==> src/design/itp_pkg.sv <==
// Shared types, constants and the precedence table of the infix-to-postfix converter.
package itp_pkg;

  // Stack geometry
  localparam int unsigned STACK_DEPTH = 16;
  localparam int unsigned IDX_W       = $clog2(STACK_DEPTH);
  localparam int unsigned SP_W        = $clog2(STACK_DEPTH + 1);

  // Field widths
  localparam int unsigned OP_W   = 3;
  localparam int unsigned CODE_W = 4;
  localparam int unsigned REF_W  = 16;
  localparam int unsigned KIND_W = 2;
  localparam int unsigned ERR_W  = 2;
  localparam int unsigned PREC_W = 3;
  localparam int unsigned ENTRY_W = KIND_W + CODE_W;

  // Input token kinds
  localparam logic [OP_W-1:0] OP_OPD = 3'd0;
  localparam logic [OP_W-1:0] OP_OPR = 3'd1;
  localparam logic [OP_W-1:0] OP_FCT = 3'd2;
  localparam logic [OP_W-1:0] OP_LP  = 3'd3;
  localparam logic [OP_W-1:0] OP_RP  = 3'd4;
  localparam logic [OP_W-1:0] OP_END = 3'd5;

  // Kinds of stack entries
  localparam logic [KIND_W-1:0] SK_OPR = 2'd1;
  localparam logic [KIND_W-1:0] SK_FCT = 2'd2;
  localparam logic [KIND_W-1:0] SK_LP  = 2'd3;

  // Kinds of emitted results
  localparam logic [KIND_W-1:0] RK_NONE = 2'd0;
  localparam logic [KIND_W-1:0] RK_OPD  = 2'd1;
  localparam logic [KIND_W-1:0] RK_OPR  = 2'd2;
  localparam logic [KIND_W-1:0] RK_FCT  = 2'd3;

  // Error codes
  localparam logic [ERR_W-1:0] ERR_NONE  = 2'd0;
  localparam logic [ERR_W-1:0] ERR_PAREN = 2'd1;
  localparam logic [ERR_W-1:0] ERR_OVF   = 2'd2;

  // Commands from the controller to the datapath
  typedef struct packed {
    logic             load;      // capture the input token
    logic             emit_top;  // emit the top stack entry as a result
    logic             emit_opd;  // emit the captured operand as a result
    logic             pop;       // drop the top stack entry
    logic             push;      // push the captured token
    logic             finish;    // close the item: last result with error code
    logic [ERR_W-1:0] err;       // error code used with finish
  } itp_cmd_t;

  // Status from the datapath to the controller
  typedef struct packed {
    logic              empty;
    logic              full;
    logic [KIND_W-1:0] top_kind;
    logic [PREC_W-1:0] top_prec;
    logic [OP_W-1:0]   tok_op;
    logic [PREC_W-1:0] tok_prec;
    logic              out_free;
  } itp_stat_t;

  // Operator precedence; unknown codes rank lowest.
  function automatic logic [PREC_W-1:0] prec_of(input logic [CODE_W-1:0] code);
    logic [PREC_W-1:0] p;
    unique case (code) inside
      [4'd0:4'd6]:  p = 3'd3;
      4'd7, 4'd8:   p = 3'd4;
      4'd9, 4'd10:  p = 3'd5;
      4'd11:        p = 3'd2;
      4'd12:        p = 3'd1;
      default:      p = 3'd0;
    endcase
    return p;
  endfunction

endpackage

==> src/design/itp_ctrl.sv <==
// Controller state machine of the infix-to-postfix converter.
module itp_ctrl (
  input  logic              clk_i,
  input  logic              rst_ni,
  input  logic              s_axis_tvalid,
  output logic              s_axis_tready,
  input  itp_pkg::itp_stat_t stat_i,
  output itp_pkg::itp_cmd_t  cmd_o
);

  localparam logic [1:0] ST_IDLE = 2'd0;
  localparam logic [1:0] ST_WORK = 2'd1;
  localparam logic [1:0] ST_PARB = 2'd2;
  localparam logic [1:0] ST_FIN  = 2'd3;

  logic [1:0]               state_q, state_d;
  logic [itp_pkg::ERR_W-1:0] err_q, err_d;
  logic                     lp_err_q, lp_err_d;
  logic                     opr_pop;

  assign s_axis_tready = (state_q == ST_IDLE);

  // Operator pops a function, or an operator of greater or equal precedence.
  assign opr_pop = !stat_i.empty &&
                   ((stat_i.top_kind == itp_pkg::SK_FCT) ||
                    ((stat_i.top_kind == itp_pkg::SK_OPR) &&
                     (stat_i.tok_prec <= stat_i.top_prec)));

  // Next state and commands; work only advances while the output can move.
  always_comb begin
    state_d  = state_q;
    err_d    = err_q;
    lp_err_d = lp_err_q;
    cmd_o    = '0;
    unique case (state_q)
      ST_IDLE: begin
        if (s_axis_tvalid) begin
          cmd_o.load = 1'b1;
          lp_err_d   = 1'b0;
          state_d    = ST_WORK;
        end
      end
      ST_WORK: begin
        if (stat_i.out_free) begin
          case (stat_i.tok_op) inside
            itp_pkg::OP_OPD: begin
              cmd_o.emit_opd = 1'b1;
              err_d          = itp_pkg::ERR_NONE;
              state_d        = ST_FIN;
            end
            itp_pkg::OP_OPR: begin
              if (opr_pop) begin
                cmd_o.emit_top = 1'b1;
                cmd_o.pop      = 1'b1;
              end else begin
                cmd_o.push   = !stat_i.full;
                cmd_o.finish = 1'b1;
                cmd_o.err    = stat_i.full ? itp_pkg::ERR_OVF : itp_pkg::ERR_NONE;
                state_d      = ST_IDLE;
              end
            end
            itp_pkg::OP_FCT, itp_pkg::OP_LP: begin
              cmd_o.push   = !stat_i.full;
              cmd_o.finish = 1'b1;
              cmd_o.err    = stat_i.full ? itp_pkg::ERR_OVF : itp_pkg::ERR_NONE;
              state_d      = ST_IDLE;
            end
            itp_pkg::OP_RP: begin
              if (stat_i.empty) begin
                cmd_o.finish = 1'b1;
                cmd_o.err    = itp_pkg::ERR_PAREN;
                state_d      = ST_IDLE;
              end else if (stat_i.top_kind != itp_pkg::SK_LP) begin
                cmd_o.emit_top = 1'b1;
                cmd_o.pop      = 1'b1;
              end else begin
                cmd_o.pop = 1'b1;
                state_d   = ST_PARB;
              end
            end
            itp_pkg::OP_END: begin
              if (stat_i.empty) begin
                cmd_o.finish = 1'b1;
                cmd_o.err    = lp_err_q ? itp_pkg::ERR_PAREN : itp_pkg::ERR_NONE;
                state_d      = ST_IDLE;
              end else if (stat_i.top_kind == itp_pkg::SK_LP) begin
                cmd_o.pop = 1'b1;
                lp_err_d  = 1'b1;
              end else begin
                cmd_o.emit_top = 1'b1;
                cmd_o.pop      = 1'b1;
              end
            end
            default: begin
              cmd_o.finish = 1'b1;
              cmd_o.err    = itp_pkg::ERR_NONE;
              state_d      = ST_IDLE;
            end
          endcase
        end
      end
      ST_PARB: begin
        // After a matched parenthesis, a function on top goes out with it.
        if (stat_i.out_free) begin
          if (!stat_i.empty && (stat_i.top_kind == itp_pkg::SK_FCT)) begin
            cmd_o.emit_top = 1'b1;
            cmd_o.pop      = 1'b1;
            err_d          = itp_pkg::ERR_NONE;
            state_d        = ST_FIN;
          end else begin
            cmd_o.finish = 1'b1;
            cmd_o.err    = itp_pkg::ERR_NONE;
            state_d      = ST_IDLE;
          end
        end
      end
      ST_FIN: begin
        if (stat_i.out_free) begin
          cmd_o.finish = 1'b1;
          cmd_o.err    = err_q;
          state_d      = ST_IDLE;
        end
      end
      default: state_d = ST_IDLE;
    endcase
  end

  // State registers
  always_ff @(posedge clk_i or negedge rst_ni) begin
    if (!rst_ni) begin
      state_q  <= ST_IDLE;
      err_q    <= itp_pkg::ERR_NONE;
      lp_err_q <= 1'b0;
    end else begin
      state_q  <= state_d;
      err_q    <= err_d;
      lp_err_q <= lp_err_d;
    end
  end

endmodule

==> src/design/itp_datapath.sv <==
// Datapath of the infix-to-postfix converter: token register, operator stack and result registers.
module itp_datapath (
  input  logic                clk_i,
  input  logic                rst_ni,
  input  logic [2:0]          s_axis_tuser,   // op
  input  logic [23:0]         s_axis_tdata,   // operator_code[3:0], operand_ref[19:4], zero pad
  input  itp_pkg::itp_cmd_t   cmd_i,
  output itp_pkg::itp_stat_t  stat_o,
  output logic                m_axis_tvalid,
  input  logic                m_axis_tready,
  output logic [1:0]          m_axis_tuser,   // out_kind
  output logic [23:0]         m_axis_tdata,   // out_operator[3:0], out_operand[19:4],
                                              // error_code[21:20], zero pad
  output logic                m_axis_tlast    // last
);

  localparam int unsigned DEPTH = itp_pkg::STACK_DEPTH;

  // Captured token
  logic [itp_pkg::OP_W-1:0]   tok_op_q;
  logic [itp_pkg::CODE_W-1:0] tok_code_q;
  logic [itp_pkg::REF_W-1:0]  tok_ref_q;

  // Operator stack
  logic [itp_pkg::ENTRY_W-1:0] stack_q [DEPTH];
  logic [itp_pkg::SP_W-1:0]    sp_q, sp_d;
  logic [itp_pkg::IDX_W-1:0]   top_idx;
  logic [itp_pkg::ENTRY_W-1:0] top_entry;
  logic [itp_pkg::ENTRY_W-1:0] push_entry;

  // Pending result, held back until it is known whether it is the last one
  logic                        pend_vld_q;
  logic [itp_pkg::KIND_W-1:0]  pend_kind_q;
  logic [itp_pkg::CODE_W-1:0]  pend_opr_q;
  logic [itp_pkg::REF_W-1:0]   pend_opd_q;

  // Output register
  logic                        out_vld_q;
  logic [itp_pkg::KIND_W-1:0]  out_kind_q;
  logic [itp_pkg::CODE_W-1:0]  out_opr_q;
  logic [itp_pkg::REF_W-1:0]   out_opd_q;
  logic [itp_pkg::ERR_W-1:0]   out_err_q;
  logic                        out_last_q;

  // New result made from the stack top or the captured operand
  logic [itp_pkg::KIND_W-1:0]  new_kind;
  logic [itp_pkg::CODE_W-1:0]  new_opr;
  logic [itp_pkg::REF_W-1:0]   new_opd;
  logic                        emit;
  logic                        out_free;

  assign top_idx   = sp_q[itp_pkg::IDX_W-1:0] - 1'b1;
  assign top_entry = stack_q[top_idx];
  assign out_free  = !out_vld_q || m_axis_tready;
  assign emit      = cmd_i.emit_top || cmd_i.emit_opd;

  // Entry pushed for the captured token
  always_comb begin
    case (tok_op_q)
      itp_pkg::OP_OPR: push_entry = {itp_pkg::SK_OPR, tok_code_q};
      itp_pkg::OP_FCT: push_entry = {itp_pkg::SK_FCT, {itp_pkg::CODE_W{1'b0}}};
      default:         push_entry = {itp_pkg::SK_LP, {itp_pkg::CODE_W{1'b0}}};
    endcase
  end

  // Result built from the stack top or from the operand
  always_comb begin
    if (cmd_i.emit_opd) begin
      new_kind = itp_pkg::RK_OPD;
      new_opr  = '0;
      new_opd  = tok_ref_q;
    end else if (top_entry[itp_pkg::ENTRY_W-1:itp_pkg::CODE_W] == itp_pkg::SK_FCT) begin
      new_kind = itp_pkg::RK_FCT;
      new_opr  = '0;
      new_opd  = '0;
    end else begin
      new_kind = itp_pkg::RK_OPR;
      new_opr  = top_entry[itp_pkg::CODE_W-1:0];
      new_opd  = '0;
    end
  end

  // Status for the controller
  assign stat_o.empty    = (sp_q == '0);
  assign stat_o.full     = (sp_q == itp_pkg::SP_W'(DEPTH));
  assign stat_o.top_kind = top_entry[itp_pkg::ENTRY_W-1:itp_pkg::CODE_W];
  assign stat_o.top_prec = itp_pkg::prec_of(top_entry[itp_pkg::CODE_W-1:0]);
  assign stat_o.tok_op   = tok_op_q;
  assign stat_o.tok_prec = itp_pkg::prec_of(tok_code_q);
  assign stat_o.out_free = out_free;

  // Token capture
  always_ff @(posedge clk_i) begin
    if (cmd_i.load) begin
      tok_op_q   <= s_axis_tuser;
      tok_code_q <= s_axis_tdata[3:0];
      tok_ref_q  <= s_axis_tdata[19:4];
    end
  end

  // Stack storage; entries above the pointer are never read
  always_ff @(posedge clk_i) begin
    if (cmd_i.push) begin
      stack_q[sp_q[itp_pkg::IDX_W-1:0]] <= push_entry;
    end
  end

  // Stack pointer
  always_comb begin
    sp_d = sp_q;
    if (cmd_i.push) begin
      sp_d = sp_q + 1'b1;
    end else if (cmd_i.pop) begin
      sp_d = sp_q - 1'b1;
    end
  end

  always_ff @(posedge clk_i or negedge rst_ni) begin
    if (!rst_ni) begin
      sp_q <= '0;
    end else begin
      sp_q <= sp_d;
    end
  end

  // Pending and output valid flags
  always_ff @(posedge clk_i or negedge rst_ni) begin
    if (!rst_ni) begin
      pend_vld_q <= 1'b0;
      out_vld_q  <= 1'b0;
    end else begin
      if (emit) begin
        pend_vld_q <= 1'b1;
        if (pend_vld_q) begin
          out_vld_q <= 1'b1;
        end else if (m_axis_tready) begin
          out_vld_q <= 1'b0;
        end
      end else if (cmd_i.finish) begin
        pend_vld_q <= 1'b0;
        out_vld_q  <= 1'b1;
      end else if (m_axis_tready) begin
        out_vld_q <= 1'b0;
      end
    end
  end

  // Pending and output payload
  always_ff @(posedge clk_i) begin
    if (emit) begin
      pend_kind_q <= new_kind;
      pend_opr_q  <= new_opr;
      pend_opd_q  <= new_opd;
      if (pend_vld_q) begin
        out_kind_q <= pend_kind_q;
        out_opr_q  <= pend_opr_q;
        out_opd_q  <= pend_opd_q;
        out_err_q  <= itp_pkg::ERR_NONE;
        out_last_q <= 1'b0;
      end
    end else if (cmd_i.finish) begin
      out_kind_q <= pend_vld_q ? pend_kind_q : itp_pkg::RK_NONE;
      out_opr_q  <= pend_vld_q ? pend_opr_q : '0;
      out_opd_q  <= pend_vld_q ? pend_opd_q : '0;
      out_err_q  <= cmd_i.err;
      out_last_q <= 1'b1;
    end
  end

  assign m_axis_tvalid = out_vld_q;
  assign m_axis_tuser  = out_kind_q;
  assign m_axis_tdata  = {2'b00, out_err_q, out_opd_q, out_opr_q};
  assign m_axis_tlast  = out_last_q;

  // The pointer never leaves the stack.
  a_sp_range: assert property (@(posedge clk_i) disable iff (!rst_ni)
    sp_q <= itp_pkg::SP_W'(DEPTH))
    else $error("stack pointer beyond depth");

  // No push onto a full stack and no pop from an empty one.
  a_push_room: assert property (@(posedge clk_i) disable iff (!rst_ni)
    (cmd_i.push |-> !stat_o.full) and (cmd_i.pop |-> !stat_o.empty))
    else $error("stack push on full or pop on empty");

  // A result that moves out must never overwrite one still waiting.
  a_no_overwrite: assert property (@(posedge clk_i) disable iff (!rst_ni)
    (cmd_i.finish || (emit && pend_vld_q)) |-> out_free)
    else $error("output register overwritten");

  // Emitting and closing an item never coincide.
  a_emit_finish: assert property (@(posedge clk_i) disable iff (!rst_ni)
    !(emit && cmd_i.finish))
    else $error("emit and finish in the same cycle");

endmodule

==> src/design/infix_to_postfix_converter_top.sv <==
// Each item is taken in the idle state; the controller then emits the popped operators and functions
// (or the operand) and closes the item with a last result that carries the error code.
// Throughput: one item at a time; the rate is set by the stack pop loop, one entry per cycle,
// and by the output stage when the consumer stalls.
// Reset (asynchronous, active low) empties the stack and clears all valid flags; stack
// contents are left undefined.
module infix_to_postfix_converter_top (
  input  logic        clk_i,
  input  logic        rst_ni,
  input  logic        s_axis_tvalid,
  output logic        s_axis_tready,
  input  logic [2:0]  s_axis_tuser,   // op
  input  logic [23:0] s_axis_tdata,   // operator_code[3:0], operand_ref[19:4], zero pad
  output logic        m_axis_tvalid,
  input  logic        m_axis_tready,
  output logic [1:0]  m_axis_tuser,   // out_kind
  output logic [23:0] m_axis_tdata,   // out_operator[3:0], out_operand[19:4],
                                      // error_code[21:20], zero pad
  output logic        m_axis_tlast    // last
);

  itp_pkg::itp_cmd_t  cmd;
  itp_pkg::itp_stat_t stat;

  // Sequencer
  itp_ctrl u_ctrl (
    .clk_i         (clk_i),
    .rst_ni        (rst_ni),
    .s_axis_tvalid (s_axis_tvalid),
    .s_axis_tready (s_axis_tready),
    .stat_i        (stat),
    .cmd_o         (cmd)
  );

  // Stack and result path
  itp_datapath u_datapath (
    .clk_i         (clk_i),
    .rst_ni        (rst_ni),
    .s_axis_tuser  (s_axis_tuser),
    .s_axis_tdata  (s_axis_tdata),
    .cmd_i         (cmd),
    .stat_o        (stat),
    .m_axis_tvalid (m_axis_tvalid),
    .m_axis_tready (m_axis_tready),
    .m_axis_tuser  (m_axis_tuser),
    .m_axis_tdata  (m_axis_tdata),
    .m_axis_tlast  (m_axis_tlast)
  );

endmodule
==> config.mk <==
export PLATFORM = sky130hd
export DESIGN_NAME = infix_to_postfix_converter_top
export DESIGN_NICKNAME = d
export VERILOG_FILES = /design/src/design/itp_pkg.sv /design/src/design/itp_ctrl.sv /design/src/design/itp_datapath.sv /design/src/design/infix_to_postfix_converter_top.sv
export SDC_FILE = /design/constraint.sdc
export NUM_CORES = 1
export LEC_CHECK = 0
export ABC_AREA = 1
export ABC_CLOCK_PERIOD_IN_PS = 5600
export BUFFER_PORTS_ARGS = -buffer_cell sky130_fd_sc_hd__buf_2
export CORE_MARGIN = 2
export CORE_UTILIZATION = 54
export DETAILED_ROUTE_END_ITERATION = 7
export HOLD_SLACK_MARGIN = 0.12
export PLACE_DENSITY = 0.85
export SKIP_CTS_REPAIR_TIMING = 1
export SLEW_MARGIN = 10
export SYNTH_ARGS = -nofsm -noshare
export SYNTH_HDL_FRONTEND = slang
export SYNTH_HIERARCHICAL = 1
export SYNTH_SLANG_ARGS = --single-unit
==> constraint.sdc <==
create_clock -name clk_i -period 5.6 [get_ports clk_i]
set_input_delay 0.56 -clock clk_i [delete_from_list [all_inputs] [get_ports clk_i]]
set_output_delay 0.56 -clock clk_i [all_outputs]
set_load 0.02 [all_outputs]
==> results of run 1 <==
[synth_stat cells (all sizes together)]
cell type  instances  share of area
a211oi             2         0.0019
inv              111          0.054
nor4               2         0.0016
o221ai             1         0.0019
nor3               4         0.0032
xor2               3         0.0043
a21oi             12         0.0077
dfrtp             10          0.032
nand2            120          0.061
and3               1        0.00080
o21ai             47          0.031
nor2             113          0.056
fa                 1         0.0026
and3b              1         0.0011
or2                1        0.00080
nand3             46          0.031
o22ai              1         0.0026
ha                14          0.022
clkbuf             2        0.00096
buf               26          0.021
clkinv             2        0.00096
nand4              5         0.0040
edfxtp           166           0.64
o211ai            13          0.015
xnor2              2         0.0032
conb               1        0.00048
[routing by layer]
metal | GRT usage | vias up | routed length, um
met1 | 0.252 | 2377 | 5920
met4 | 0.0958 | 0 | 556
met3 | 0.0601 | 50 | 1380
met5 | 0 | - | 0
met2 | 0.334 | 288 | 7530
li1 | - | 2446 | -
[layout by cell type, fill, tap and decap left out, types with 2 or more instances in the layout]
cell       count
a211oi_1       2
a21oi_1       12
buf_2         53
buf_4          7
clkbuf_16     17
clkinv_1       2
clkinv_4       2
conb_1         2
dfrtp_1       10
edfxtp_1     166
ha_1          14
inv_1        103
inv_2          7
inv_6          7
inv_8          4
nand2_1      114
nand2_2        4
nand2_4        2
nand3_1       43
nand3_2        3
nand4_1        5
nor2_1       108
nor2_2         5
nor3_1         3
o211ai_1       9
o211ai_2       4
o21ai_0       43
o21ai_2        3
xor2_1         2
[through the flow]
stage / area [um^2] / hold WS [ns] / util
2_1_floorplan: 7810 / 0.264 / -
3_3_place_gp: 8190 / 0.448 / 0.586
3_5_place_dp: 8190 / 0.447 / 0.586
4_1_cts: 8780 / -0.0130 / 0.628
5_1_grt: 8790 / 0.281 / 0.628
6_report: 8790 / 0.296 / 0.628
[report_power, final]
part	switching [mW]	total (mW)	internal [mW]
Sequential	0.0942	1.87	1.77
Clock	0.527	1.16	0.635
Combinational	1.58	2.25	0.670
Total	2.20	5.28	3.08
[sequential cells by signal, summed over array words and instances (netlist names), 2 cells and up]
| register | cells |
|---|---|
| u_datapath/stack_q | 96 |
| u_datapath/out_opd_q | 16 |
| u_datapath/pend_opd_q | 16 |
| u_datapath/tok_ref_q | 16 |
| u_datapath/sp_q | 5 |
| u_datapath/out_opr_q | 4 |
| u_datapath/pend_opr_q | 4 |
| u_datapath/tok_code_q | 4 |
| u_datapath/tok_op_q | 3 |
| u_ctrl/state_q | 2 |
| u_datapath/m_axis_tuser | 2 |
| u_datapath/out_err_q | 2 |
| u_datapath/pend_kind_q | 2 |
[kinds of logic after synthesis]
| kind of cell | after synthesis | synth area share |
|---|---|---|
| AOI/OAI and AO/OA | 76 | 0.0602 |
| xor gates and xnor gates | 5 | 0.00753 |
| adders and majority gates | 15 | 0.0250 |
| buffers and inverters | 141 | 0.0766 |
| DFF | 176 | 0.670 |
| other | 1 | 0.000480 |
| and+or+nand+nor | 293 | 0.160 |
[worst min-delay path by stage]
stage	slack [ns]	to	cells past startpoint	start
after floorplan	0.26	u_ctrl/lp_err_q	0	rst_ni
after global placement	0.45	u_ctrl/state_q[1]	1	rst_ni
after detailed placement	0.45	u_ctrl/state_q[0]	1	rst_ni
after CTS	-0.01	u_datapath/m_axis_tvalid	1	rst_ni
after global routing	0.28	u_datapath/tok_ref_q[8]	1	s_axis_tdata[12]
final	0.30	u_datapath/tok_ref_q[1]	1	s_axis_tdata[5]
[final cells by class]
| type | count | share of cell area |
|---|---|---|
| multi-input cells | 391 | 0.226 |
| flip-flops and latches | 176 | 0.596 |
| clock inverters | 15 | 0.0184 |
| clock buffers | 17 | 0.0484 |
| inverters | 113 | 0.0485 |
| well taps | 180 | 0.0256 |
| repair buffers | 61 | 0.0373 |
[worst reg2reg max path: cells and delay by family (launching register included)]
kind,cells,cell delay [ns]
AND/OR/NAND/NOR,18,1.93
adder cells (fa/ha/maj),3,1.50
buffers and inverters,5,0.80
flip-flops,1,0.43
AO/OA/AOI/OAI,2,0.26
XOR/XNOR,1,0.19
==> flow_summary.json, run 1 <==
{
  "area_delta_synth_final_pct": 12.6,
  "crit_end": "u_datapath/sp_q[4]",
  "die_w_um": 124,
  "syn_inst": 707,
  "worstHoldPathType": "input port to flip-flop",
  "cp.buffers_inverters": 5,
  "io-pin-count": 60,
  "fin_tns_setup_ns": 0,
  "track_usage": 0.205,
  "status": "finished, final reports clean",
  "drv_cap": 0,
  "worstSkewPairLatency_ns": 0.43,
  "ys_seq_elements": 176,
  "crit_path_frequent_cell": "nand2_1",
  "finalSetupViolCount": 0,
  "regArea_um2": 5240,
  "drc_errors": 0,
  "setup_ws_ns": 0.432,
  "initial_core_util": 0.558,
  "grt_remaining_overflow": 0,
  "hold_viol": 0,
  "row_count": 43,
  "die_y_um": 124,
  "cts_root_buffer": "clkbuf_16",
  "max-vdd-ir-drop_uv": 330,
  "required_ns": 5.95,
  "critical_path.slowest_cell": "ha_1",
  "cp_max_fo": 20,
  "vias": 5161,
  "cts_tree": "yes",
  "end_kind": "flip-flop",
  "fillers": 975,
  "total_power_mw": 5.28,
  "antenna_found_initial": 0,
  "yosysWarnings": 6,
  "wirelength_um": 15400,
  "grt_start_max_net_pins": 54,
  "dpl_worst_slack_ns": 0.628,
  "drive_gt1_frac": 0.166,
  "clk_pin_slew_ns": 0.07,
  "first_pass_iters": 5,
  "clock_path_buffers": 2,
  "multi_input_area_um2": 1990,
  "max_slew_margin": 0.224,
  "cp.depth": 29,
  "skew_ns": 0.0102,
  "place_hpwl_um": 9490,
  "final_cells": 953,
  "rr_startpoint": "u_datapath/sp_q[1]",
  "rr_endpoint": "u_datapath/sp_q[4]",
  "cts-buffers-inserted": 17,
  "synth_area_um2": 7810,
  "worst_path_dominant_cell_family": "simple AND/OR/NAND/NOR gates",
  "dp.cells": 920,
  "wl_per_cell_um": 16.1,
  "fmaxAchievable_mhz": 194,
  "powerDensity_nw_per_um2": 600,
  "cp-start-kind": "flip-flop",
  "cts.sinks": 176,
  "rsz0062_at_grt": "no",
  "reg2reg_slack_ns": 0.43,
  "leakage_nw": 3.65,
  "worst_pin_slew_ns": 1.16,
  "slowest_delay_ns": 0.74,
  "avgViaCountPerCell": 5.42,
  "path_class": "flip-flop to flip-flop",
  "grt_pass1_wl_um": 24500,
  "synth_cell_type_count": 40,
  "io_buffers": 53,
  "arrival_ns": 5.52,
  "worstRegToRegCells": 29,
  "core_area_um2": 14000,
  "crit_path_start": "u_datapath/sp_q[1]",
  "synth.avg_cell_area_um2": 11.0,
  "gp_congestion": 0.853,
  "fin_crit_ns": 5.17,
  "ys_seq_area_frac": 0.670,
  "ant_nets": 0,
  "h-tree-depth": 4,
  "first_iter_violations": 685,
  "fin_nets": 806,
  "period_share": 0.923,
  "drv_slew": 0,
  "first_global_vias": 4912,
  "fp.dieArea_um2": 15400,
  "antenna_cells": 0
}
Power figures use the tool's default switching activity.
==> run 2, diff against run 1 <==
- PLACE_DENSITY: 0.85 -> default
- PLACE_DENSITY_LB_ADDON: default -> 0.1
==> flow_summary.json, run 2 (synthesized netlist as in run 1, its figures left out) <==
{
  "max_slew_margin": 0.198,
  "grt_use_met3": 0.0481,
  "whs_ns": 0.302,
  "grt_remaining_overflow": 0,
  "rr_startpoint": "u_datapath/sp_q[1]",
  "regArea_um2": 5240,
  "clock_path_buffers": 2,
  "cts_tree": "yes",
  "first_iter_violations": 420,
  "antenna_cells": 0,
  "drive_gt1_frac": 0.169,
  "total_power_mw": 5.39,
  "h-tree-depth": 4,
  "fmaxAchievable_mhz": 203,
  "track_usage": 0.211,
  "powerDensity_nw_per_um2": 607,
  "skew_ns": 0.00902,
  "cp_max_fo": 22,
  "area_delta_synth_final_pct": 13.8,
  "place_area_um2": 8220,
  "hold_path_depth": 1,
  "reg2reg_slack_ns": 0.68,
  "worstSkewPairLatency_ns": 0.43,
  "utilization": 0.635,
  "required_ns": 5.90,
  "gp_congestion": 0.828,
  "dp.cells": 924,
  "worstHoldPathType": "input port to flip-flop",
  "multi_input_area_um2": 1990,
  "period_share": 0.879,
  "max-vdd-ir-drop_uv": 370,
  "grt_use_met2": 0.349,
  "die_w_um": 124,
  "final_area_um2": 8890,
  "io-pin-count": 60,
  "fillers": 1130,
  "finalSetupViolCount": 0,
  "grt_start_max_net_pins": 54,
  "end_kind": "flip-flop",
  "first_global_vias": 5010,
  "place_hpwl_um": 10100,
  "first_pass_iters": 5,
  "hold_viol": 0,
  "dpl_worst_slack_ns": 0.757,
  "met1_usage": 0.271,
  "setup_ws_ns": 0.676,
  "cp-start-kind": "flip-flop",
  "clk_pin_slew_ns": 0.07,
  "final_cells": 957,
  "leakage_nw": 3.70,
  "io_buffers": 53,
  "fin_crit_ns": 4.92,
  "grt_pass1_wl_um": 25200,
  "min_from": "s_axis_tdata[11]",
  "wl_per_cell_um": 16.2,
  "drv_cap": 0,
  "slowest_delay_ns": 0.46,
  "fp.dieArea_um2": 15400,
  "largest_reg_flops": 96,
  "wirelength_um": 15500,
  "vias": 5006,
  "status": "finished, final reports clean",
  "layout.cells.most_common_list": "edfxtp_1 (166), nand2_1 (114), nor2_1 (108)",
  "drc_errors": 0,
  "fin_tns_setup_ns": 0,
  "die_y_um": 124,
  "final_common_cell": "edfxtp_1",
  "antenna_found_initial": 0,
  "ant_nets": 0,
  "avgViaCountPerCell": 5.23,
  "core_area_um2": 14000,
  "hold_end": "u_datapath/tok_ref_q[7]",
  "grt.busiest_layer": "met2",
  "cts-buffers-inserted": 17,
  "path_class": "flip-flop to flip-flop",
  "worst_path_dominant_cell_family": "simple AND/OR/NAND/NOR gates",
  "row_count": 43,
  "critical_path.slowest_cell": "fa_1",
  "arrival_ns": 5.23,
  "crit_path_frequent_cell": "nand2_1",
  "initial_core_util": 0.558,
  "rsz0062_at_grt": "no",
  "worst_pin_slew_ns": 1.20,
  "cts_root_buffer": "clkbuf_16",
  "drv_slew": 0,
  "cp.buffers_inverters": 6,
  "fin_nets": 810,
  "worstRegToRegCells": 28,
  "cts.sinks": 176,
  "rr_endpoint": "u_datapath/sp_q[4]"
}
[run 2: worst max-delay path by stage]
stage / depth (start not counted) / start / slack (ns) / endpoint
2_1_floorplan: 26 / u_datapath/sp_q[0] / 0.22 / u_datapath/m_axis_tlast
5_1_grt: 28 / u_datapath/sp_q[1] / 0.22 / u_datapath/sp_q[4]
3_5_place_dp: 27 / u_datapath/sp_q[1] / 0.76 / u_datapath/sp_q[4]
6_report: 28 / u_datapath/sp_q[1] / 0.68 / u_datapath/sp_q[4]
4_1_cts: 27 / u_datapath/sp_q[1] / 0.73 / u_datapath/sp_q[4]
3_3_place_gp: 28 / u_datapath/sp_q[1] / 0.88 / u_datapath/sp_q[4]
[run 2: area by class of cell]
type,count,share of cell area
clock buffers,17,0.0479
clock inverters,15,0.0256
inverters,113,0.0480
multi-input cells,391,0.224
flip-flops and latches,176,0.589
well taps,180,0.0253
repair buffers,65,0.0403
[run 2: per-layer routing]
metal  part of all wire  wire length, um
met1               0.42             6470
met2               0.49             7640
met3              0.062              963
met4              0.025              388
met5                  0                0
[run 2: where the power goes]
group | switching, mW | internal (mW)
logic | 1.56 | 0.677
clock network | 0.500 | 0.798
registers | 0.0891 | 1.77
total | 2.15 | 3.25
==> run 3, diff against run 2 <==
- ABC_AREA: 1 -> default
==> flow_summary.json, run 3 <==
{
  "first_global_vias": 4016,
  "skew_ns": 0.00647,
  "syn_inst": 480,
  "reg2reg_slack_ns": 0.43,
  "fp.dieArea_um2": 15200,
  "cts.sinks": 176,
  "total_power_mw": 5.87,
  "fillers": 1008,
  "dp.cells": 708,
  "cp-start-kind": "flip-flop",
  "fin_tns_setup_ns": 0,
  "crit_path_start": "u_datapath/sp_q[0]",
  "io_buffers": 53,
  "die_y_um": 123,
  "row_count": 43,
  "antenna_found_initial": 0,
  "initial_core_util": 0.554,
  "ys_seq_area_frac": 0.681,
  "ys_async_sr_fraction": 0.0568,
  "worstRegToRegCells": 23,
  "worst_pin_slew_ns": 1.09,
  "final_cells": 743,
  "utilization": 0.640,
  "rr_startpoint": "u_datapath/sp_q[0]",
  "avgViaCountPerCell": 5.51,
  "fin_nets": 596,
  "die_w_um": 123,
  "synth.area.top_cells": "edfxtp_1 (65%), dfrtp_1 (3.3%), mux4_1 (3.1%)",
  "synth_cell_type_count": 66,
  "synth_largest_area_cell": "edfxtp_1",
  "synth_top_cell_area_share": 0.649,
  "setup_ws_ns": 0.426,
  "status": "finished, final reports clean",
  "regArea_um2": 5240,
  "grt_remaining_overflow": 0,
  "synthTopCellsByCount": "edfxtp_1 (166), and2_1 (32), nor2b_1 (26)",
  "hold_viol": 0,
  "clk_pin_slew_ns": 0.06,
  "clock_path_buffers": 2,
  "powerDensity_nw_per_um2": 661,
  "whs_ns": 0.315,
  "cts_tree": "yes",
  "yosysMostFrequentCell": "edfxtp_1",
  "drive_gt1_frac": 0.227,
  "max-vdd-ir-drop_uv": 399,
  "rr_endpoint": "u_datapath/sp_q[4]",
  "fin_crit_ns": 5.17,
  "dpl_worst_slack_ns": 0.386,
  "first_pass_iters": 4,
  "layout.cells.most_common_list": "edfxtp_1 (166), buf_2 (53), and2_1 (32)",
  "worstHoldPathType": "input port to flip-flop",
  "area_delta_synth_final_pct": 15.6,
  "ys_seq_elements": 176,
  "antenna_cells": 0,
  "drv_slew": 0,
  "leakage_nw": 3.26,
  "synth.avg_cell_area_um2": 16.0,
  "yosysWarnings": 6,
  "fmaxAchievable_mhz": 193,
  "end_kind": "flip-flop",
  "required_ns": 5.90,
  "multi_input_area_um2": 2280,
  "crit_end": "u_datapath/sp_q[4]",
  "first_iter_violations": 253,
  "place_area_um2": 8190,
  "synth_area_um2": 7680,
  "cp_max_fo": 26,
  "period_share": 0.924,
  "max_slew_margin": 0.276,
  "wl_per_cell_um": 18.7,
  "path_class": "flip-flop to flip-flop",
  "final_area_um2": 8880,
  "vias": 4097,
  "largest_reg_flops": 96,
  "hold_path_depth": 1,
  "wirelength_um": 13900,
  "synth-edff-count": 166,
  "track_usage": 0.194,
  "cts-buffers-inserted": 17,
  "h-tree-depth": 4,
  "grt_start_max_net_pins": 27,
  "worstSkewPairLatency_ns": 0.42,
  "final_common_cell": "edfxtp_1",
  "finalSetupViolCount": 0,
  "gp_congestion": 0.870,
  "core_area_um2": 13900,
  "drc_errors": 0,
  "arrival_ns": 5.48,
  "place_hpwl_um": 9380,
  "grt_pass1_wl_um": 21300,
  "ys.flop_type": "edfxtp_1",
  "drv_cap": 0,
  "cts_root_buffer": "clkbuf_16",
  "io-pin-count": 60,
  "ant_nets": 0
}
[run 3: layout make-up]
type | count | share of cell area
Tap cell | 180 | 0.0254
Multi-Input combinational cell | 270 | 0.257
Sequential cell | 176 | 0.589
Timing Repair Buffer | 71 | 0.0482
Clock inverter | 15 | 0.0268
Inverter | 14 | 0.00592
Clock buffer | 17 | 0.0479
[run 3: worst min path at each step]
stage / startpoint / end
6_report: s_axis_tuser[2] / u_datapath/tok_op_q[2]
5_1_grt: s_axis_tuser[2] / u_datapath/tok_op_q[2]
4_1_cts: rst_ni / u_ctrl/lp_err_q
3_5_place_dp: rst_ni / u_ctrl/state_q[0]
3_3_place_gp: rst_ni / u_ctrl/state_q[0]
2_1_floorplan: rst_ni / u_ctrl/lp_err_q
[run 3: metal layers]
metal / wire (um) / track usage / up-vias / part of all wire
met5: 0 / 0 / - / 0
met4: 255 / 0.0866 / 0 / 0.018
met3: 639 / 0.0383 / 18 / 0.046
met2: 6690 / 0.307 / 113 / 0.48
met1: 6280 / 0.263 / 2008 / 0.45
li1: - / - / 1958 / -
[run 3: kinds of logic after synthesis]
family | synth area share
XOR/XNOR | 0.0124
AO/OA/AOI/OAI | 0.0427
flip-flops | 0.681
multiplexers | 0.0922
adder cells (fa/ha/maj) | 0.0267
buffers and inverters | 0.0243
AND/OR/NAND/NOR | 0.120
other | 0.000488
[run 3: report_power, final]
| part | internal [mW] | switching, mW |
|---|---|---|
| clock network | 0.834 | 0.473 |
| registers | 1.85 | 0.108 |
| logic | 1.08 | 1.53 |
[run 3: critical path, cell delays in order (launching register included)]
cell,delay [ns]
dfrtp_1,0.37
inv_1,0.13
ha_2,0.27
xnor2_4,0.14
buf_12,0.23
mux2i_1,0.22
nand4_1,0.28
o31ai_4,0.35
buf_4,0.17
a21oi_1,0.04
o22a_1,0.21
ha_1,0.26
and3_1,0.17
a211oi_2,0.21
nor3_2,0.10
nor4_1,0.31
nor2b_1,0.21
inv_1,0.16
fa_1,0.48
a21o_1,0.17
a21oi_1,0.19
and3_1,0.18
nor2_1,0.05
xnor2_1,0.11
